<file path="config.mk">
export PLATFORM = sky130hd
export DESIGN_NAME = mf3_lane
export DESIGN_NICKNAME = d
export VERILOG_FILES = /design/src/hw/rtl/mf3_pkg.sv /design/src/hw/rtl/mf3_lane.sv
export SDC_FILE = /design/constraint.sdc
export NUM_CORES = 1
export LEC_CHECK = 0
export ABC_AREA = 0
export BUFFER_PORTS_ARGS = -buffer_cell sky130_fd_sc_hd__buf_4
export CAP_MARGIN = 20
export CORE_MARGIN = 10
export CORE_UTILIZATION = 50
export CTS_CLUSTER_SIZE = 24
export DETAILED_ROUTE_END_ITERATION = 16
export GPL_TIMING_DRIVEN = 1
export HOLD_SLACK_MARGIN = 0.02
export PLACE_DENSITY = 0.69
export SLEW_MARGIN = 0
export SYNTH_ARGS = -nofsm -noshare
export SYNTH_HDL_FRONTEND = slang
export SYNTH_SLANG_ARGS = --single-unit
</file>
<file path="constraint.sdc">
create_clock -name clk -period 6.1 [get_ports clk]
set_input_delay 0.305 -clock clk [delete_from_list [all_inputs] [get_ports clk]]
set_output_delay 0.305 -clock clk [all_outputs]
set_load 0.03 [all_outputs]
</file>
<file path="src/hw/rtl/mf3_pkg.sv">
// ----------------------------------------------------------------------------
// mf3_pkg: shared types and constants of the 3x3 median filter
// register map, configuration bundle, per-word control, median window and result group types
// ----------------------------------------------------------------------------
package mf3_pkg;

  // parameter defaults
  localparam int MAX_WIDTH_DEF = 2048;
  localparam int CHANNELS_DEF  = 3;

  // configuration port
  localparam int PADDR_W = 4;
  localparam int PDATA_W = 32;

  // register indexes (paddr[3:2])
  localparam logic [1:0] REG_WIDTH  = 2'd0;
  localparam logic [1:0] REG_HEIGHT = 2'd1;
  localparam logic [1:0] REG_ENABLE = 2'd2;

  // register reset values
  localparam logic [11:0] WIDTH_RST  = 12'd640;
  localparam logic [15:0] HEIGHT_RST = 16'd480;
  localparam logic        ENABLE_RST = 1'b0;

  // result slots within one input word, in raster order
  localparam logic [1:0] SLOT_MED  = 2'd0;  // window center, median or border
  localparam logic [1:0] SLOT_EDGE = 2'd1;  // last column of the previous row
  localparam logic [1:0] SLOT_LAST = 2'd2;  // pixel of the last row itself

  typedef struct packed {
    logic [11:0] width;
    logic [15:0] height;
    logic        enable;
  } cfg_t;

  // per-word control carried down the pipeline
  typedef struct packed {
    logic [2:0]  mask;    // which result slots this word produces
    logic        border;  // center slot passes through
    logic [15:0] row;
    logic [10:0] col;
  } ctl_t;

  // one channel of the 3x3 window: [column][row], column 0 oldest
  typedef logic [2:0][2:0][7:0] win_t;

  // up to three results of one word: vals[slot][channel]
  typedef struct packed {
    logic [2:0]           mask;
    logic [15:0]          row;
    logic [10:0]          col;
    logic [2:0][2:0][7:0] vals;
  } grp_t;

endpackage

</file>
<file path="src/hw/rtl/mf3_lane.sv">
// ----------------------------------------------------------------------------
// mf3_lane: median of nine for one channel
// sorts the three columns, then combines column minima, middles and maxima
// ----------------------------------------------------------------------------
module mf3_lane (
  input  logic          clk,
  input  logic          en_a,
  input  logic          en_b,
  input  mf3_pkg::win_t win,
  output logic [7:0]    med
);

  logic [2:0][2:0][7:0] srt;  // [column][rank], rank 0 smallest
  logic [7:0]           lo;
  logic [7:0]           md;
  logic [7:0]           hi;

  function automatic logic [7:0] mx(input logic [7:0] a, input logic [7:0] b);
    return (a > b) ? a : b;
  endfunction

  function automatic logic [7:0] mn(input logic [7:0] a, input logic [7:0] b);
    return (a < b) ? a : b;
  endfunction

  function automatic logic [7:0] md3(input logic [7:0] a, input logic [7:0] b,
                                     input logic [7:0] c);
    return mx(mn(a, b), mn(mx(a, b), c));
  endfunction

  // first stage: sort each column
  always_ff @(posedge clk) begin
    if (en_a) begin
      for (int j = 0; j < 3; j++) begin
        srt[j][0] <= mn(mn(win[j][0], win[j][1]), win[j][2]);
        srt[j][1] <= md3(win[j][0], win[j][1], win[j][2]);
        srt[j][2] <= mx(mx(win[j][0], win[j][1]), win[j][2]);
      end
    end
  end

  // second stage: max of minima, median of middles, min of maxima
  always_ff @(posedge clk) begin
    if (en_b) begin
      lo <= mx(mx(srt[0][0], srt[1][0]), srt[2][0]);
      md <= md3(srt[0][1], srt[1][1], srt[2][1]);
      hi <= mn(mn(srt[0][2], srt[1][2]), srt[2][2]);
    end
  end

  // the fifth of nine is the median of those three
  assign med = md3(lo, md, hi);

endmodule

</file>
==> out/results.ini <==
[cts]
numCtsBuffers=9
cts_buffer_depth=2
insertion_delay_ns=0.35
htreeDepth=3
clock-sinks=96
path_clk_slew_ns=0.06
cts_tree=done
cts_hold_buf=0
root_buffer=clkbuf_16

[logic_synthesis]
yosysWarnings=0
synth-seq-cells=96
synthesis.nets=1190
netlist.area_leader.share=0.293
netlist_area_mm2=0.00983
synth_area_leaders=edfxtp_1, ha_1, mux2_2
synth_cell_types=53
yosysSeqAreaShare=0.293
syn_avg_cell_area_um2=10.4
synth_top_area_cell=edfxtp_1
synth_cells=946
yosys_most_used_dff=edfxtp_1
synthArstFlopShare=0
synth-edff-count=96

[final_layout]
final_cell_mix=ha_1, inv_1, mux2_2
final_cell_area_mm2=0.0111
drive_above_1_share=0.245
instances_no_fill=1307
final_common_cell=ha_1
area_delta_synth_final_pct=12.5
nets=1281
antenna_cells_inserted=0

[timing]
setup_viol=0
fin_worst_skew_ns=0.00890
fin_crit_ns=5.81
drv_slew=0
post-route-period-util=0.952
slew_headroom=0.369
fmax_ghz=0.172
tightest_slew_ns=0.947
fin_setup_tns_ns=0
final.setup.worst_slack_ns=0.293
finalHoldViolCount=0

[route]
wirelength_mm=22.1
first_pass_iters=5
vias=7142
drt_iter0_drc=350
drc=0
viasPerCell=5.46
ant_nets=0
wl_per_cell_um=16.9

[flow_run]
drv_cap=0

[worst_setup_path]
crit_family=compound AO/OA/AOI/OAI gates
setup.worst_path.end_class=primary output
worstPathRequired_ns=5.79
crit_path_max_incr_delay_ns=0.52
crit_path_start_kind=register
cp.arrival_ns=5.50
cp.buffers_inverters=2
path_class=reg -> out
cp_cell_sequence=ha_1 -> nor2b_2 -> o211ai_2 -> a211o_1 -> and2_4 -> mux2_2 -> ha_1 -> a21oi_1 -> o21ai_0 -> or3_2 -> o211ai_4 -> mux2i_1 -> ha_1 -> a21o_1 -> a21oi_1 -> a21oi_1 -> a211oi_1 -> a21oi_1 -> buf_4 -> nand2_1 -> o21a_1 -> buf_4
critPathSlowestCell=or3_2
crit_top_cell=a21oi_1
worst-path-max-fanout=16

[floorplan]
core_mm2=0.0194
rows=51
die_w_um=160
die_area_mm2=0.0257
start_util=0.507
ioPinCount=83
dieHeight_um=160

[power_and_ir_drop]
swShare=0.453
ir_drop_uv=313
power_frac_clock=0.099
p_leak_nw=5.32
comb_power_share=0.690
p_seq_frac=0.211
switchingPower_w=0.00237
p_total_w=0.00522
cellPowerDensity_mw_per_mm2=472
intPower_w=0.00285

[global_route]
grt_start_max_net_pins=73
overflow=0
antenna_found_initial=0
gr-usage-all-layers=0.172
grt_pass1_vias=7230
grt_pass1_wl_mm=36.4

[run_status]
status=complete, no violations

[placed_design]
io_buffer_count=82
place_area_mm2=0.0108
place_inst=1289
hpwl_mm=18.5
post-place-ws_ns=0.666
place_congestion=0.899

[min_path]
min_path_type=in -> reg

kinds of logic (layout without fill, tap and decap cells):
family | Yosys count | after routing | share of synthesized area
simple gates | 149 | 149 | 0.0819
fa+ha+maj | 169 | 169 | 0.215
buf+inv | 139 | 235 | 0.0547
mux | 205 | 205 | 0.229
flops | 96 | 96 | 0.293
compound gates | 188 | 188 | 0.126
synth_stat cells, types with 2 or more instances:
cell type	instances
a21oi_1	43
mux2_2	119
and3_1	5
or3_1	4
a21boi_0	2
a31oi_1	2
inv_1	129
o21ai_0	47
nor2_2	2
o21ai_1	12
a211oi_1	5
edfxtp_1	96
nand3_1	13
buf_2	4
nor3_1	3
o21a_1	11
o211ai_1	4
nand4_1	27
a21oi_2	4
nor2b_1	16
a21o_1	37
o22ai_1	2
nand2b_1	8
o21bai_1	3
o31ai_4	2
mux2_4	10
o21ai_2	2
o22a_1	2
nand2_1	41
nor2_1	21
nor4b_2	2
ha_1	169
mux2i_1	76
clkbuf_1	4
power groups by stage:
stage	Sequential [W]	Combinational (W)	Clock, W
finish	0.00110	0.00360	0.000518
global route	0.00112	0.00401	0.000559
CTS	0.00110	0.00357	0.000530
detailed placement	0.00111	0.00354	0
global placement	0.00111	0.00351	0
floorplan	0.00105	0.00266	0
registers in the layout (all words and copies together) (netlist names):
signal and count:
srt 72, lo 8, hi 8, md 8
worst reg2reg max path, delay by kind of cell, from the launching register on:
kind	cells	cell delay (ns)
AND/OR/NAND/NOR	7	1.71
AO/OA/AOI/OAI	9	1.04
adder cells (fa/ha/maj)	3	0.92
multiplexers	2	0.70
flip-flops	1	0.44
buffers and inverters	2	0.25
cell type report:
type | instances | area, um2
fillers | 1713 | 8350
well taps | 265 | 332
multi-input cells | 711 | 6410
inverters | 129 | 484
flip-flops and latches | 96 | 2880
clock buffers | 12 | 236
repair buffers | 90 | 676
clock inverters | 4 | 30.0
worst paths after layout:
kind / start / end / cells past startpoint / slack, ns
worst max-delay path: lo[1] / med[0] / 22 / 0.29
worst min-delay path: win[44] / srt[44] / 2 / 0.28
worst max register to register: srt[39] / md[2] / 23 / 0.79
worst min register to register: srt[69] / hi[5] / 1 / 0.59
through the flow:
step / util / hold WS, ns
after floorplan: - / 0.417
after global placement: 0.555 / 0.570
after detailed placement: 0.555 / 0.578
after CTS: 0.569 / 0.273
after global routing: 0.570 / 0.280
final: 0.570 / 0.283
routing by layer:
layer / routed length [um] / share of wire / track usage
met5: 0 / 0 / 0
met2: 10400 / 0.47 / 0.277
met3: 638 / 0.029 / 0.0226
met1: 10700 / 0.48 / 0.232
met4: 439 / 0.020 / 0.0568
repair_timing:
action	CTS	global route
gates resized for setup	0	1
setup buffers	0	2
setup endpoints to repair	0	8
Power figures use the tool's default switching activity.
