--- config.mk ---
export PLATFORM = sky130hd
export DESIGN_NAME = mf3_out
export DESIGN_NICKNAME = d
export VERILOG_FILES = /design/src/hw/rtl/mf3_pkg.sv /design/src/hw/rtl/mf3_out.sv
export SDC_FILE = /design/constraint.sdc
export NUM_CORES = 1
export LEC_CHECK = 0
export ABC_AREA = 1
export BUFFER_PORTS_ARGS = -buffer_cell sky130_fd_sc_hd__buf_2
export CORE_MARGIN = 4
export CORE_UTILIZATION = 46
export CTS_BUF_LIST = sky130_fd_sc_hd__clkbuf_8
export DETAILED_ROUTE_END_ITERATION = 6
export PLACE_DENSITY_LB_ADDON = 0.3
export SLEW_MARGIN = 20
export SYNTH_ARGS = -nofsm -noshare
export SYNTH_HDL_FRONTEND = slang
export SYNTH_SLANG_ARGS = --single-unit
--- constraint.sdc ---
create_clock -name clk -period 1.15 [get_ports clk]
set_input_delay 0.0575 -clock clk [delete_from_list [all_inputs] [get_ports clk]]
set_output_delay 0.0575 -clock clk [all_outputs]
set_load 0.05 [all_outputs]
--- src/hw/rtl/mf3_pkg.sv ---
// ----------------------------------------------------------------------------
// mf3_pkg: shared types and constants of the 3x3 median filter
// register map, configuration bundle, per-word control, median window and result group types
// ----------------------------------------------------------------------------
package mf3_pkg;

  // parameter defaults
  localparam int MAX_WIDTH_DEF = 2048;
  localparam int CHANNELS_DEF  = 3;

  // configuration port
  localparam int PADDR_W = 4;
  localparam int PDATA_W = 32;

  // register indexes (paddr[3:2])
  localparam logic [1:0] REG_WIDTH  = 2'd0;
  localparam logic [1:0] REG_HEIGHT = 2'd1;
  localparam logic [1:0] REG_ENABLE = 2'd2;

  // register reset values
  localparam logic [11:0] WIDTH_RST  = 12'd640;
  localparam logic [15:0] HEIGHT_RST = 16'd480;
  localparam logic        ENABLE_RST = 1'b0;

  // result slots within one input word, in raster order
  localparam logic [1:0] SLOT_MED  = 2'd0;  // window center, median or border
  localparam logic [1:0] SLOT_EDGE = 2'd1;  // last column of the previous row
  localparam logic [1:0] SLOT_LAST = 2'd2;  // pixel of the last row itself

  typedef struct packed {
    logic [11:0] width;
    logic [15:0] height;
    logic        enable;
  } cfg_t;

  // per-word control carried down the pipeline
  typedef struct packed {
    logic [2:0]  mask;    // which result slots this word produces
    logic        border;  // center slot passes through
    logic [15:0] row;
    logic [10:0] col;
  } ctl_t;

  // one channel of the 3x3 window: [column][row], column 0 oldest
  typedef logic [2:0][2:0][7:0] win_t;

  // up to three results of one word: vals[slot][channel]
  typedef struct packed {
    logic [2:0]           mask;
    logic [15:0]          row;
    logic [10:0]          col;
    logic [2:0][2:0][7:0] vals;
  } grp_t;

endpackage

--- src/hw/rtl/mf3_out.sv ---
// ----------------------------------------------------------------------------
// mf3_out: result merge and output register
// holds the results of one word and, while out_ready holds, hands them out one per cycle in order
// ----------------------------------------------------------------------------
module mf3_out (
  input  logic          clk,
  input  logic          rst,
  input  logic          load,
  input  mf3_pkg::grp_t grp_i,
  output logic          ready,
  output logic          out_valid,
  input  logic          out_ready,
  output logic [7:0]    filtered_a,
  output logic [7:0]    filtered_b,
  output logic [7:0]    filtered_c,
  output logic [15:0]   out_row,
  output logic [10:0]   out_col,
  output logic          last_of_run
);

  logic [2:0]           mask;
  logic [15:0]          row;
  logic [10:0]          col;
  logic [2:0][2:0][7:0] vals;
  logic [1:0]           slot;

  // first pending slot
  always_comb begin
    if (mask[mf3_pkg::SLOT_MED])       slot = mf3_pkg::SLOT_MED;
    else if (mask[mf3_pkg::SLOT_EDGE]) slot = mf3_pkg::SLOT_EDGE;
    else                               slot = mf3_pkg::SLOT_LAST;
  end

  assign out_valid   = |mask;
  assign last_of_run = $onehot(mask);
  assign ready       = !out_valid || (out_ready && last_of_run);

  assign filtered_a = vals[slot][0];
  assign filtered_b = vals[slot][1];
  assign filtered_c = vals[slot][2];
  assign out_row    = (slot == mf3_pkg::SLOT_LAST) ? row : row - 16'd1;
  assign out_col    = (slot == mf3_pkg::SLOT_MED) ? col - 11'd1 : col;

  // pending mask, lowest bit retires on each handshake
  always_ff @(posedge clk) begin
    if (rst) begin
      mask <= '0;
    end else if (load) begin
      mask <= grp_i.mask;
    end else if (out_valid && out_ready) begin
      mask <= mask & (mask - 3'd1);
    end
  end

  // group payload
  always_ff @(posedge clk) begin
    if (load) begin
      row  <= grp_i.row;
      col  <= grp_i.col;
      vals <= grp_i.vals;
    end
  end

endmodule

==> results of run 1 <==
[what timing repair did]
item                       CTS
setup endpoints to repair   57
hold buffers               101
gates cloned                 4
pin swaps                   21
buffers inserted            13
resized for setup          218
hold endpoints to repair   102
[cells by family after synthesis]
kind of cell | synth area share
xor gates and xnor gates | 0.0224
buffers and inverters | 0.0393
AOI/OAI and AO/OA | 0.0157
adders and majority gates | 0.0105
and+or+nand+nor | 0.206
DFF | 0.706
[metrics by stage]
step / util / setup TNS (ns) / cell area, um2 / worst slack [ns]
after detailed placement: 0.707 / -14.97 / 6290 / -0.400
after CTS: 0.947 / -29.88 / 8420 / -0.656
after global placement: 0.707 / -14.23 / 6290 / -0.379
after floorplan: - / -4.76 / 5000 / -0.350
==> impl_metrics.py, run 1 <==
metrics = {
    "grt": {
        "grt_max_degree": 30,
    },
    "synth": {
        "syn_inst": 369,
        "synth_edf_count": 99,
        "ys_seq_area_frac": 0.706,
        "netlist_area_um2": 4300,
        "yosysMostFrequentCell": "nand2_1",
        "syn-num-nets": 478,
        "synth.area.top_cells": "edfxtp_1, nand2_1, nand3_1, inv_1, xor2_1",
        "ys_types": 29,
        "yosys.area.top_type": "edfxtp_1",
        "synth_commonest_cells": "nand2_1, edfxtp_1, nand3_1",
        "synth_top_area_share": 0.692,
        "syn_area_per_cell_um2": 11.6,
        "synthArstFlopShare": 0,
        "ys_ff_latch": 102,
        "synthFlopType": "edfxtp_1",
        "yosysWarningCount": 0,
    },
    "floorplanning": {
        "die_h_um": 105,
        "rows": 34,
        "dieWidth_um": 105,
        "start_util": 0.483,
        "io_pins": 160,
    },
    "run_status": {
        "status": "did not finish",
        "haltStage": "global routing",
        "error_line": "[ERROR DPL-0038] Utilization greater than 100%, impossible to legalize",
    },
    "timing": {
        "worst_path_end_type": "top-level output",
        "postGrtWorstEndpoint": "out_col[8]",
    },
    "clock_network": {
        "cts.sinks": 102,
        "cts_buffers": 9,
        "clk_path_buf_depth": 2,
        "h-tree-depth": 3,
        "root_buffer": "clkbuf_8",
    },
    "placed_design": {
        "dp.cells": 671,
        "place_congestion": 0.856,
        "dp_hpwl_um": 7740,
        "io_buffers": 159,
    },
}
==> run 2, diff against run 1 <==
--- a/config.mk
+++ b/config.mk
@@ -8,10 +8,9 @@
 export ABC_AREA = 1
 export BUFFER_PORTS_ARGS = -buffer_cell sky130_fd_sc_hd__buf_2
 export CORE_MARGIN = 4
-export CORE_UTILIZATION = 46
-export CTS_BUF_LIST = sky130_fd_sc_hd__clkbuf_8
+export CORE_UTILIZATION = 31
 export DETAILED_ROUTE_END_ITERATION = 6
-export PLACE_DENSITY_LB_ADDON = 0.3
+export PLACE_DENSITY_LB_ADDON = 0.15
 export SLEW_MARGIN = 20
 export SYNTH_ARGS = -nofsm -noshare
 export SYNTH_HDL_FRONTEND = slang
==> constraint.sdc (replaced) <==
create_clock -name clk -period 1.5 [get_ports clk]
set_input_delay 0.075 -clock clk [delete_from_list [all_inputs] [get_ports clk]]
set_output_delay 0.075 -clock clk [all_outputs]
set_load 0.05 [all_outputs]
==> run 2 against run 1 <==
The flow now finishes, with violations (negative setup slack); area after synthesis unchanged; synthesized cell count unchanged.
==> impl_metrics.py, run 2 <==
metrics = {
    "run_status": {
        "status": "finished, violations left",
        "violations": "negative setup slack",
    },
    "floorplanning": {
        "coreArea_um2": 13400,
        "die-area_um2": 15800,
        "rows": 42,
        "io_pins": 160,
        "die_h_um": 126,
        "start_util": 0.321,
        "dieWidth_um": 126,
    },
    "timing": {
        "worst_slack_ns": -0.258,
        "rsz0062_at_grt": "true",
        "hold_violations": 0,
        "setup_viol": 50,
        "holdWs_ns": 0.0453,
        "fin_worst_skew_ns": 0.00294,
        "timing.fmax_mhz": 569,
        "fin_crit_sh": 1.17,
        "fin_crit_ns": 1.76,
        "max_slew_margin": 0.797,
        "worst_pin_slew_ns": 0.305,
        "slew_viol_final": 0,
    },
    "cells_and_area": {
        "nFillCells": 1017,
        "largest_reg_flops": 72,
        "largest_register": "vals",
        "area_delta_synth_final_pct": 96.0,
        "nets": 786,
        "final_common_cell": "buf_2",
        "design_area_um2": 8420,
        "drive_above_1_share": 0.521,
        "final_cell_mix": "buf_2, dlygate4sd3_1, edfxtp_1",
        "antennaDiodeCount": 0,
        "reg_top3": "vals (72), row (16), col (11)",
    },
    "critical_path": {
        "cp_max_fo": 4,
        "crit_cells": 7,
        "reg2regPathDepth": 8,
        "critical_path.max_stage_delay_ns": 0.41,
        "r2r_start": "mask[0]",
        "critPathBufInv": 2,
        "startpoint": "col[1]",
        "startpoint_type": "flop",
        "required_ns": 1.42,
        "path_class": "flop to output pin",
        "crit_family": "flip-flops",
        "cpMaxStageDelayCell": "edfxtp_1",
        "critical_path_arrival_ns": 1.68,
        "rr_endpoint": "mask[0]",
        "r2r_slack_ns": 0.12,
        "path_cells": "inv_2 > ha_4 > nand3_4 > nor2_4 > nand2_2 > xor2_4 > buf_6",
        "endpoint": "out_col[6]",
        "critPathCaptureType": "output pin",
    },
    "synth": {
        "synth.area.top_cells": "edfxtp_1, nand2_1, nand3_1, inv_1, xor2_1",
        "synthArstFlopShare": 0,
        "synth_commonest_cells": "nand2_1, edfxtp_1, nand3_1",
        "syn_inst": 369,
        "ys_types": 29,
        "netlist_area_um2": 4300,
        "synthFlopType": "edfxtp_1",
        "synth_edf_count": 99,
        "syn_area_per_cell_um2": 11.6,
        "syn-num-nets": 478,
        "yosys.area.top_type": "edfxtp_1",
        "yosysMostFrequentCell": "nand2_1",
        "synth_top_area_share": 0.692,
        "yosysWarningCount": 0,
        "ys_seq_area_frac": 0.706,
        "ys_ff_latch": 102,
    },
    "placed_design": {
        "place_ws_ns": -0.161,
        "io_buffers": 159,
        "place_congestion": 0.740,
        "dp_hpwl_um": 7490,
        "dpl_cell_area_um2": 5630,
    },
    "power": {
        "power_density_nw_per_um2": 989,
        "peakVddDrop_uv": 661,
        "clockPowerShare": 0.266,
        "seqPwrFrac": 0.421,
        "swShare": 0.317,
        "comb_power_share": 0.313,
        "p_leak_nw": 3.66,
        "switching_power_mw": 2.64,
        "p_int_mw": 5.69,
    },
    "clock_network": {
        "cts.sinks": 102,
        "root_buffer": "clkbuf_16",
        "cts_tree": "yes",
        "h-tree-depth": 3,
        "clk_path_buf_depth": 2,
        "clk_pin_slew_ns": 0.07,
        "cts_buffers": 9,
        "insertion_delay_ns": 0.34,
    },
    "hold_path": {
        "hold_path_class": "input pin to flop",
    },
    "routing": {
        "via_per_inst": 4.37,
        "drt-total-wl_um": 12900,
        "wl_per_cell_um": 15.0,
        "drt_first_iter_violations": 116,
        "dr.pass1.iters": 5,
        "ant_nets": 0,
        "num_vias": 3751,
        "drc": 0,
    },
    "grt": {
        "grt-ovfl-total": 0,
        "first_global_vias": 4026,
        "antenna_found_initial": 0,
        "grt_max_degree": 57,
        "grtUsageTotal": 0.164,
        "grt_first_pass_wirelength_um": 20300,
    },
    "job": {
        "max-cap-violations": 0,
    },
}
## run 2: what timing repair did
item / 4_1_cts / 5_1_grt
hold buffers: 101 / 0
resized for setup: 286 / 61
pin swaps: 42 / 43
setup endpoints to repair: 57 / 57
endpoints found under the hold margin: 102 / 0
setup buffers: 13 / 5
gates cloned: 5 / 0
## run 2: worst min path at each step
stage               cells past startpoint        to  slack (ns)  startpoint
floorplan                               1   mask[2]        0.14         rst
global placement                        1  vals[62]        0.25   grp_i[62]
detailed placement                      1  vals[44]        0.25   grp_i[44]
CTS                                     4   mask[2]        0.02   out_ready
global route                            4   mask[2]        0.05   out_ready
finish                                  4   mask[2]        0.05   out_ready
## run 2: worst min-delay path: stages
cell,delay [ns]
buf_2,0.09
nand2_1,0.06
nand3_1,0.07
a21oi_1,0.06
## run 2: logic make-up after synthesis
logic type	share of synthesized area
DFF	0.706
xor gates and xnor gates	0.0224
and+or+nand+nor	0.206
buffers and inverters	0.0393
adders and majority gates	0.0105
AOI/OAI and AO/OA	0.0157
## run 2: area by class of cell
| class | instances | area [um2] | area share |
|---|---|---|---|
| sequential | 102 | 3040 | 0.361 |
| clock inverter | 7 | 61.3 | 0.00728 |
| clock buffer | 9 | 225 | 0.0268 |
| multi-input combinational | 228 | 1990 | 0.236 |
| timing repair buffer | 305 | 2760 | 0.328 |
| tap | 176 | 220 | 0.0262 |
| inverter | 31 | 121 | 0.0144 |
## run 2: metrics by stage
step	TNS, ns	instances	util	power [mW]
floorplan	-0.285	369	-	4.53
global placement	-3.57	723	0.420	5.09
detailed placement	-3.62	723	0.420	5.10
CTS	-8.77	857	0.610	8.31
global route	-11.70	858	0.628	8.70
finish	-7.10	858	0.628	8.33
## run 2: per-layer routing
metal,track usage,part of all wire,vias up
met2,0.290,0.54,109
met5,0,0,-
met3,0.0546,0.057,13
met1,0.194,0.39,1765
met4,0.0395,0.014,0
li1,-,-,1864
## run 2: power by group through the flow
stage / registers [mW] / logic, mW / clock network [mW]
after detailed placement: 3.51 / 1.59 / 0
final: 3.50 / 2.61 / 2.21
after global routing: 3.53 / 2.75 / 2.42
after floorplan: 3.50 / 1.03 / 0
after CTS: 3.49 / 2.51 / 2.31
after global placement: 3.51 / 1.58 / 0
No activity file was read; power rests on OpenSTA's default activity.
