[config.mk]
export PLATFORM = sky130hd
export DESIGN_NAME = mf3_regs
export DESIGN_NICKNAME = d
export VERILOG_FILES = /design/src/hw/rtl/mf3_pkg.sv /design/src/hw/rtl/mf3_regs.sv
export SDC_FILE = /design/constraint.sdc
export NUM_CORES = 1
export LEC_CHECK = 0
export ABC_CLOCK_PERIOD_IN_PS = 1800
export BUFFER_PORTS_ARGS = -buffer_cell sky130_fd_sc_hd__buf_2
export CELL_PAD_IN_SITES_DETAIL_PLACEMENT = 1
export CELL_PAD_IN_SITES_GLOBAL_PLACEMENT = 1
export CORE_MARGIN = 4
export CORE_UTILIZATION = 29
export DETAILED_ROUTE_END_ITERATION = 8
export PLACE_DENSITY_LB_ADDON = 0.1
export SYNTH_ARGS = -nofsm -noshare
export SYNTH_HDL_FRONTEND = slang
export SYNTH_SLANG_ARGS = --single-unit
[constraint.sdc]
create_clock -name clk -period 1.8 [get_ports clk]
set_input_delay 0.45 -clock clk [delete_from_list [all_inputs] [get_ports clk]]
set_output_delay 0.45 -clock clk [all_outputs]
set_load 0.1 [all_outputs]
[src/hw/rtl/mf3_pkg.sv]
// ----------------------------------------------------------------------------
// mf3_pkg: shared types and constants of the 3x3 median filter
// register map, configuration bundle, per-word control, median window and result group types
// ----------------------------------------------------------------------------
package mf3_pkg;

  // parameter defaults
  localparam int MAX_WIDTH_DEF = 2048;
  localparam int CHANNELS_DEF  = 3;

  // configuration port
  localparam int PADDR_W = 4;
  localparam int PDATA_W = 32;

  // register indexes (paddr[3:2])
  localparam logic [1:0] REG_WIDTH  = 2'd0;
  localparam logic [1:0] REG_HEIGHT = 2'd1;
  localparam logic [1:0] REG_ENABLE = 2'd2;

  // register reset values
  localparam logic [11:0] WIDTH_RST  = 12'd640;
  localparam logic [15:0] HEIGHT_RST = 16'd480;
  localparam logic        ENABLE_RST = 1'b0;

  // result slots within one input word, in raster order
  localparam logic [1:0] SLOT_MED  = 2'd0;  // window center, median or border
  localparam logic [1:0] SLOT_EDGE = 2'd1;  // last column of the previous row
  localparam logic [1:0] SLOT_LAST = 2'd2;  // pixel of the last row itself

  typedef struct packed {
    logic [11:0] width;
    logic [15:0] height;
    logic        enable;
  } cfg_t;

  // per-word control carried down the pipeline
  typedef struct packed {
    logic [2:0]  mask;    // which result slots this word produces
    logic        border;  // center slot passes through
    logic [15:0] row;
    logic [10:0] col;
  } ctl_t;

  // one channel of the 3x3 window: [column][row], column 0 oldest
  typedef logic [2:0][2:0][7:0] win_t;

  // up to three results of one word: vals[slot][channel]
  typedef struct packed {
    logic [2:0]           mask;
    logic [15:0]          row;
    logic [10:0]          col;
    logic [2:0][2:0][7:0] vals;
  } grp_t;

endpackage

[src/hw/rtl/mf3_regs.sv]
// ----------------------------------------------------------------------------
// mf3_regs: configuration registers
// apb-style write and read of image width, image height and filter enable
// ----------------------------------------------------------------------------
module mf3_regs (
  input  logic                          clk,
  input  logic                          rst,
  input  logic                          psel,
  input  logic                          penable,
  input  logic                          pwrite,
  input  logic [mf3_pkg::PADDR_W-1:0]   paddr,
  input  logic [mf3_pkg::PDATA_W-1:0]   pwdata,
  output logic [mf3_pkg::PDATA_W-1:0]   prdata,
  output logic                          pready,
  output mf3_pkg::cfg_t                 cfg
);

  logic       wr;
  logic [1:0] reg_idx;

  assign pready  = 1'b1;
  assign reg_idx = paddr[3:2];
  assign wr      = psel && penable && pwrite && pready;

  // register writes
  always_ff @(posedge clk) begin
    if (rst) begin
      cfg.width  <= mf3_pkg::WIDTH_RST;
      cfg.height <= mf3_pkg::HEIGHT_RST;
      cfg.enable <= mf3_pkg::ENABLE_RST;
    end else if (wr) begin
      case (reg_idx)
        mf3_pkg::REG_WIDTH:  cfg.width  <= pwdata[11:0];
        mf3_pkg::REG_HEIGHT: cfg.height <= pwdata[15:0];
        mf3_pkg::REG_ENABLE: cfg.enable <= pwdata[0];
        default: ;
      endcase
    end
  end

  // read back
  always_comb begin
    case (reg_idx)
      mf3_pkg::REG_WIDTH:  prdata = {20'd0, cfg.width};
      mf3_pkg::REG_HEIGHT: prdata = {16'd0, cfg.height};
      mf3_pkg::REG_ENABLE: prdata = {31'd0, cfg.enable};
      default:             prdata = '0;
    endcase
  end

endmodule

==> flow_summary.ini, run 1 <==
[power_and_ir_drop]
p_seq_frac = 0.383
power_frac_clock = 0.327
switching_share = 0.365
p_switching_mw = 0.613
p_leak_nw = 1.11
p_int_mw = 1.07
powerDensity_nw_per_um2 = 662
combPwrFrac = 0.290
ir_drop_uv = 240

[place]
dpl.hpwl_um = 3380
io_buffers = 67
place_area_um2 = 2440
place_ws_ns = -0.0147
gp_congestion = 0.703

[clocking]
clk_pin_slew_ns = 0.06
tritoncts = built
worstSkewPairLatency_ns = 0.28
clock_path_buffers = 2
htreeDepth = 2
numClockSinks = 29
root_buffer = clkbuf_8
cts_setup_buffers = 0
cts_buffers = 5

[floorplan]
num_io_pins = 103
dieArea_um2 = 6800
start_util = 0.307
num_rows = 26
die_w_um = 82.5
core_area_um2 = 5240
fp.dieH_um = 82.5

[worst_setup_path]
cp_cell_sequence = buf_2 -> buf_4 -> mux2i_1 -> nor2_4 -> buf_12
worstReg2RegEnd = cfg[28]
crit_fanout = 5
crit_slowest_cell = mux2i_1
worstRegToRegCells = 2
critPathCaptureType = primary output
start_kind = input pin
max_stage_delay_ns = 0.29
r2r_slack_ns = 1.17
rr_startpoint = cfg[28]
crit_type = input pin to primary output
required_ns = 1.35
cp.arrival_ns = 1.32

[hold_path]
worstHoldPathType = input pin to flop
min_path_cells = 3
min_to = cfg[15]
hold_start = pwdata[14]

[sta]
finalHoldViolCount = 0
rsz0062_at_grt = yes
setup_ws_ns = 0.0321
setup_violations = 0
fin_crit_ns = 1.77
fin_setup_tns_ns = 0
maxSlewViolCount = 0
fin_crit_sh = 0.982
skew_ns = 0
fmax_mhz = 566

[global_routing]
grt_overflow = 0
grt_max_degree = 29
antenna_found_initial = 0
grt_pass1_wl_um = 6670
track_usage = 0.131
first_global_vias = 1405

[routing]
via_per_inst = 4.29
ant_nets = 0
drt_iter0_drc = 17
vias = 1370
dr.pass1.iters = 4
routedWlPerCell_um = 13.2
routed_wl_um = 4220
drc = 0

[finish]
syn2layout_area_growth_pct = 57.8
regMostFlops = cfg
largest_reg_flops = 29
nets = 289
final_cell_mix = 51 x buf_2, 38 x mux2i_1, 38 x nand2b_1
top_regs = cfg: 29 flops
layout_commonest_cell = buf_2
final_area_um2 = 2540
final_layout_size_suffix_gt1_frac = 0.550
insertedDiodeCount = 0

[yosys]
ys_seq_area_frac = 0.361
ys_ff_latch = 29
netlist_area_um2 = 1610
synth_top_area_frac = 0.361
synthCells = 174
yosysTopAreaCell = dfxtp_1
ys_types = 19
synth_area_leaders = dfxtp_1 36%, mux2i_1 26%, nand2b_1 15%, buf_4 7.9%, nor2_1 5.1%
syn_area_per_cell_um2 = 9.25
yosysWarnings = 0

[flow_run]
drv_cap = 0

[status]
status = finished clean
cell type report:
class / count / area (µm²)
Fill cell: 609 / 2700
Multi-Input combinational cell: 132 / 1020
Timing Repair Buffer: 80 / 698
Sequential cell: 29 / 643
Clock buffer: 8 / 90.1
Tap cell: 70 / 87.6
critical path, delay by kind of cell:
kind / cells / cell delay [ns]
buffers and inverters: 3 / 0.50
multiplexers: 1 / 0.29
AND/OR/NAND/NOR: 1 / 0.07
repair_timing:
item / CTS / global route
gates cloned: 0 / 0
hold endpoints to repair: 0 / 0
setup endpoints to repair: 4 / 4
gates resized for setup: 1 / 2
hold buffers: 0 / 0
cells in the mapped netlist:
| cell type | count |
|---|---|
| mux2i_1 | 41 |
| nand2b_1 | 38 |
| dfxtp_1 | 29 |
| nor2_1 | 22 |
| buf_4 | 17 |
| buf_2 | 5 |
| and2_1 | 4 |
| clkbuf_1 | 4 |
| conb_1 | 2 |
| nand4_1 | 2 |
| nor2b_1 | 2 |
| buf_1 | 1 |
| buf_8 | 1 |
| nand2_1 | 1 |
| nand3_2 | 1 |
| nor3_2 | 1 |
| nor3b_4 | 1 |
| o21ai_0 | 1 |
| or3_1 | 1 |
worst max-delay path by stage:
stage                         from  slack (ns)         end
final                     paddr[2]        0.03   prdata[8]
after global routing      paddr[2]       -0.01   prdata[8]
after CTS                 paddr[2]        0.03   prdata[9]
after detailed placement  paddr[2]       -0.01  prdata[12]
after global placement    paddr[2]       0.005  prdata[13]
after floorplan             cfg[0]       -0.13   prdata[0]
power groups by stage:
stage	Sequential [mW]	Clock [mW]	Combinational, mW
final	0.644	0.550	0.487
after global routing	0.644	0.606	0.508
after CTS	0.643	0.576	0.489
after detailed placement	0.658	0	0.487
after global placement	0.658	0	0.485
after floorplan	0.718	0	0.350
stage by stage:
stage | instances | power (mW) | util | hold slack (ns)
finish | 319 | 1.68 | 0.485 | 0.417
global route | 319 | 1.76 | 0.485 | 0.436
CTS | 319 | 1.71 | 0.483 | 0.410
detailed placement | 311 | 1.15 | 0.466 | 0.470
global placement | 311 | 1.14 | 0.466 | 0.465
floorplan | 189 | 1.07 | - | 0.595
kinds of logic after synthesis:
| kind of cell | synth area share |
|---|---|
| AND/OR/NAND/NOR | 0.260 |
| multiplexers | 0.255 |
| flip-flops | 0.361 |
| buffers and inverters | 0.116 |
| other | 0.00467 |
| AO/OA/AOI/OAI | 0.00311 |
per-layer routing:
layer | vias to the layer above | routed length, µm | track usage | part of all wire
met5 | - | 0 | 0 | 0
met4 | 0 | 63 | 0.0548 | 0.015
met3 | 7 | 309 | 0.0423 | 0.073
met2 | 48 | 1990 | 0.213 | 0.47
met1 | 637 | 1860 | 0.158 | 0.44
li1 | 678 | - | - | -
(Power assumes the default switching activity.)
==> inputs of run 2 (changes only) <==
--- a/config.mk
+++ b/config.mk
@@ -5,12 +5,12 @@
 export SDC_FILE = /design/constraint.sdc
 export NUM_CORES = 1
 export LEC_CHECK = 0
-export ABC_CLOCK_PERIOD_IN_PS = 1800
+export ABC_CLOCK_PERIOD_IN_PS = 2200
 export BUFFER_PORTS_ARGS = -buffer_cell sky130_fd_sc_hd__buf_2
 export CELL_PAD_IN_SITES_DETAIL_PLACEMENT = 1
 export CELL_PAD_IN_SITES_GLOBAL_PLACEMENT = 1
 export CORE_MARGIN = 4
-export CORE_UTILIZATION = 29
+export CORE_UTILIZATION = 32
 export DETAILED_ROUTE_END_ITERATION = 8
 export PLACE_DENSITY_LB_ADDON = 0.1
 export SYNTH_ARGS = -nofsm -noshare
==> constraint.sdc (replaced) <==
create_clock -name clk -period 2.2 [get_ports clk]
set_input_delay 0.55 -clock clk [delete_from_list [all_inputs] [get_ports clk]]
set_output_delay 0.55 -clock clk [all_outputs]
set_load 0.1 [all_outputs]
==> run 2 against run 1 <==
  * Via count is 0.66% higher
  * Global-route usage is 2.0 points higher
  * Sequential share of layout area is 0.35 points lower
  * Die area is 8.5% lower
  * Non-clock buffer count is 6 lower
  * Clock power is 4.5% higher
  * Count of clock-buffer cells in the layout is 1 lower
  * Cell area is 4.1% lower
  * Flip-flop and latch count stayed put
==> flow_summary.ini, run 2 (same netlist as run 1, synthesis figures left out) <==
[floorplan]
core_area_um2 = 4790
num_io_pins = 103
start_util = 0.336
die_w_um = 78.9
num_rows = 25
dieArea_um2 = 6230
fp.dieH_um = 78.9

[clocking]
numClockSinks = 29
worstSkewPairLatency_ns = 0.28
htreeDepth = 2
cts_setup_buffers = 0
postCtsHoldBufs = 0
cts_resized = 0
cts_buffers = 5
clk_pin_slew_ns = 0.06
clock_path_buffers = 2
tritoncts = built
root_buffer = clkbuf_8

[worst_setup_path]
start_kind = input pin
crit_type = input pin to primary output
cp.arrival_ns = 1.41
crit_fanout = 9
required_ns = 1.65
critPathCaptureType = primary output
rr_startpoint = cfg[3]
setup.worst_path.start = paddr[2]

[routing]
routedWlPerCell_um = 14.5
vias = 1379
via_per_inst = 4.45
drc = 0
dr.pass1.iters = 4
routed_wl_um = 4500
drt_iter0_drc = 13
ant_nets = 0

[sta]
setup_violations = 0
skew_ns = 0
fin_crit_sh = 0.891
rsz0062_at_grt = no
worst_pin_slew_ns = 0.659
fmax_mhz = 510
fin_crit_ns = 1.96
relSlewSlack = 0.560
finalHoldViolCount = 0
maxSlewViolCount = 0

[finish]
final_layout_size_suffix_gt1_frac = 0.502
syn2layout_area_growth_pct = 51.2
final_area_um2 = 2430
fillCellCount = 588
ff_latch_area_um2 = 608
multi_input_area_um2 = 997
fin_util = 0.508
nets = 283
insertedDiodeCount = 0
largest_reg_flops = 29
final_cell_mix = 51 x buf_2, 41 x mux2i_1, 38 x nand2b_1
layout_commonest_cell = buf_2
regMostFlops = cfg
top_regs = cfg: 29 flops

[place]
gp_congestion = 0.772
place_area_um2 = 2320
dpl.hpwl_um = 3530
io_buffers = 67

[global_routing]
grt_overflow = 0
antenna_found_initial = 0
track_usage = 0.151
grt_max_degree = 50
first_global_vias = 1540
grt_pass1_wl_um = 7340

[power_and_ir_drop]
power_mw = 1.50
powerDensity_nw_per_um2 = 615
ir_drop_uv = 294
p_leak_nw = 1.09

[status]
status = finished clean

[hold_path]
hold_start = cfg[11]
worstHoldPathType = flop to flop

[flow_run]
drv_cap = 0
run 2: cell count changes in the layout (fill, tap and decap cells not counted), sizes merged:
cell and delta:
bufinv +1, clkbuf -1, buf -6
run 2: power by group:
part	total, mW	switching (mW)	leakage, nW	internal, mW
registers	0.538	0.00529	0.239	0.533
clock network	0.575	0.206	0.0585	0.369
logic	0.383	0.298	0.788	0.0854
total	1.50	0.509	1.09	0.987
run 2: final timing paths:
path / slack, ns / to / depth (start not counted)
min reg2reg: 0.49 / cfg[11] / 2
max reg2reg: 1.53 / cfg[3] / 2
max: 0.24 / prdata[7] / 5
min: 0.49 / cfg[11] / 2
run 2: metrics by stage:
step | TNS (ns) | instances | hold slack [ns] | setup WS [ns]
final | 0 | 310 | 0.485 | 0.241
after global routing | 0 | 310 | 0.511 | 0.179
after CTS | 0 | 310 | 0.488 | 0.226
after detailed placement | 0 | 302 | 0.475 | 0.238
after global placement | 0 | 302 | 0.463 | 0.243
after floorplan | -0.161 | 189 | 0.698 | -0.161
run 2: worst max-delay path, stage by stage:
cell and delay (ns):
buf_2 0.10, buf_4 0.20, mux2i_1 0.31, nor2_4 0.08
buf_12 0.17
run 2: layer usage:
metal  vias up  track usage  routed length, µm
met1       653        0.161               1810
met3         8       0.0510                317
met4         0       0.0515                 69
met2        50        0.278               2290
met5         -            0                  0
li1        668            -                  -
run 2: layout make-up:
cell class / count / area share
Timing Repair Buffer: 74 / 0.258
Sequential cell: 29 / 0.250
Tap cell: 67 / 0.0344
Clock buffer: 7 / 0.0355
Clock inverter: 1 / 0.0123
Multi-Input combinational cell: 132 / 0.410
==> inputs of run 3 (changes only) <==
--- a/config.mk
+++ b/config.mk
@@ -12,7 +12,7 @@
 export CORE_MARGIN = 4
 export CORE_UTILIZATION = 32
 export DETAILED_ROUTE_END_ITERATION = 8
-export PLACE_DENSITY_LB_ADDON = 0.1
+export PLACE_DENSITY_LB_ADDON = 0.12
 export SYNTH_ARGS = -nofsm -noshare
 export SYNTH_HDL_FRONTEND = slang
 export SYNTH_SLANG_ARGS = --single-unit
==> run 3 against run 2 <==
  * Highest routed layer unchanged
  * Count of clock-buffer cells in the layout is the same
  * Via count decreased by 1.4%
  * Setup slack better by 0.0062 ns
  * Cell area decreased by 1.0%
  * Register-to-register slack gained 0.02 ns
  * Utilization down 0.52 points
  * Maximum frequency up 0.32%
  * Global-route usage shrank 0.48 points
  * Clock skew did not move
  * Hold slack worse by 0.0032 ns
  * Die area unchanged
==> flow_summary.ini, run 3 (same netlist as run 1, synthesis figures left out) <==
[place]
place_ws_ns = 0.202
io_buffers = 67
placed_cells = 301
place_area_um2 = 2320
gp_congestion = 0.701
dpl.hpwl_um = 3350

[clocking]
numClockSinks = 29
tritoncts = built
clock_path_buffers = 2
cts_resized = 0
postCtsHoldBufs = 0
root_buffer = clkbuf_8
worstSkewPairLatency_ns = 0.27
cts_buffers = 5
htreeDepth = 2
clk_pin_slew_ns = 0.06
cts_setup_buffers = 0

[flow_run]
drv_cap = 0

[finish]
multi_input_area_um2 = 997
largest_reg_flops = 29
final_cell_mix = 51 x buf_2, 41 x mux2i_1, 38 x nand2b_1
regMostFlops = cfg
fillCellCount = 575
ff_latch_area_um2 = 608
insertedDiodeCount = 0
layout_commonest_cell = buf_2
top_regs = cfg: 29 flops
syn2layout_area_growth_pct = 49.7
fin_util = 0.503
final_cells = 308
nets = 282
final_area_um2 = 2410
final_layout_size_suffix_gt1_frac = 0.498

[routing]
routed_wl_um = 4320
drc = 0
via_per_inst = 4.42
vias = 1360
ant_nets = 0
dr.pass1.iters = 4
routedWlPerCell_um = 14.0
drt_iter0_drc = 26

[worst_setup_path]
start_kind = input pin
crit_type = input pin to primary output
worstRegToRegCells = 2
required_ns = 1.65
cp.arrival_ns = 1.40
worstReg2RegEnd = cfg[28]
crit_fanout = 16
r2r_slack_ns = 1.55
critPathCaptureType = primary output
rr_startpoint = cfg[28]

[sta]
rsz0062_at_grt = no
fin_crit_ns = 1.95
fmax_mhz = 512
worst_pin_slew_ns = 0.651
setup_violations = 0
relSlewSlack = 0.566
fin_crit_sh = 0.888
setup_ws_ns = 0.247
skew_ns = 0
hold_slack_ns = 0.482
finalHoldViolCount = 0
fin_setup_tns_ns = 0
maxSlewViolCount = 0

[global_routing]
first_global_vias = 1407
track_usage = 0.147
grt_max_degree = 50
antenna_found_initial = 0
grt_overflow = 0
grt_pass1_wl_um = 7060

[hold_path]
worstHoldPathType = flop to flop
min_path_cells = 2
hold_start = cfg[4]
min_to = cfg[4]

[floorplan]
dieArea_um2 = 6230
die_w_um = 78.9
fp.dieH_um = 78.9
num_rows = 25
start_util = 0.336
core_area_um2 = 4790
num_io_pins = 103

[power_and_ir_drop]
power_mw = 1.36
p_leak_nw = 1.07
ir_drop_uv = 251
powerDensity_nw_per_um2 = 566

[status]
status = finished clean
-- run 3: worst max path at each step --
| stage | startpoint | to | cells past startpoint |
|---|---|---|---|
| global route | paddr[2] | prdata[15] | 4 |
| global placement | paddr[2] | prdata[14] | 4 |
| CTS | paddr[2] | prdata[13] | 4 |
| finish | paddr[2] | prdata[5] | 5 |
| detailed placement | paddr[2] | prdata[13] | 4 |
| floorplan | cfg[1] | prdata[0] | 2 |
-- run 3: where the power goes --
| group | switching [mW] | internal, mW | total [mW] |
|---|---|---|---|
| clock network | 0.193 | 0.248 | 0.441 |
| logic | 0.298 | 0.0866 | 0.385 |
| registers | 0.00535 | 0.533 | 0.538 |
-- run 3: area by class of cell --
cell class | count | area share
Multi-Input combinational cell | 132 | 0.414
Timing Repair Buffer | 73 | 0.263
Sequential cell | 29 | 0.252
Clock buffer | 7 | 0.0358
Tap cell | 67 | 0.0348
-- run 3: worst max-delay path: stages --
cell	delay (ns)
buf_2	0.11
buf_12	0.17
mux2i_1	0.31
nor2_4	0.08
buf_12	0.17
-- run 3: metal layers --
metal	GRT usage	up-vias	share of wire	wire, µm
met4	0.0515	0	0.012	51
met5	0	-	0	0
met3	0.0476	6	0.067	291
met1	0.175	645	0.43	1840
met2	0.247	47	0.49	2140
li1	-	662	-	-
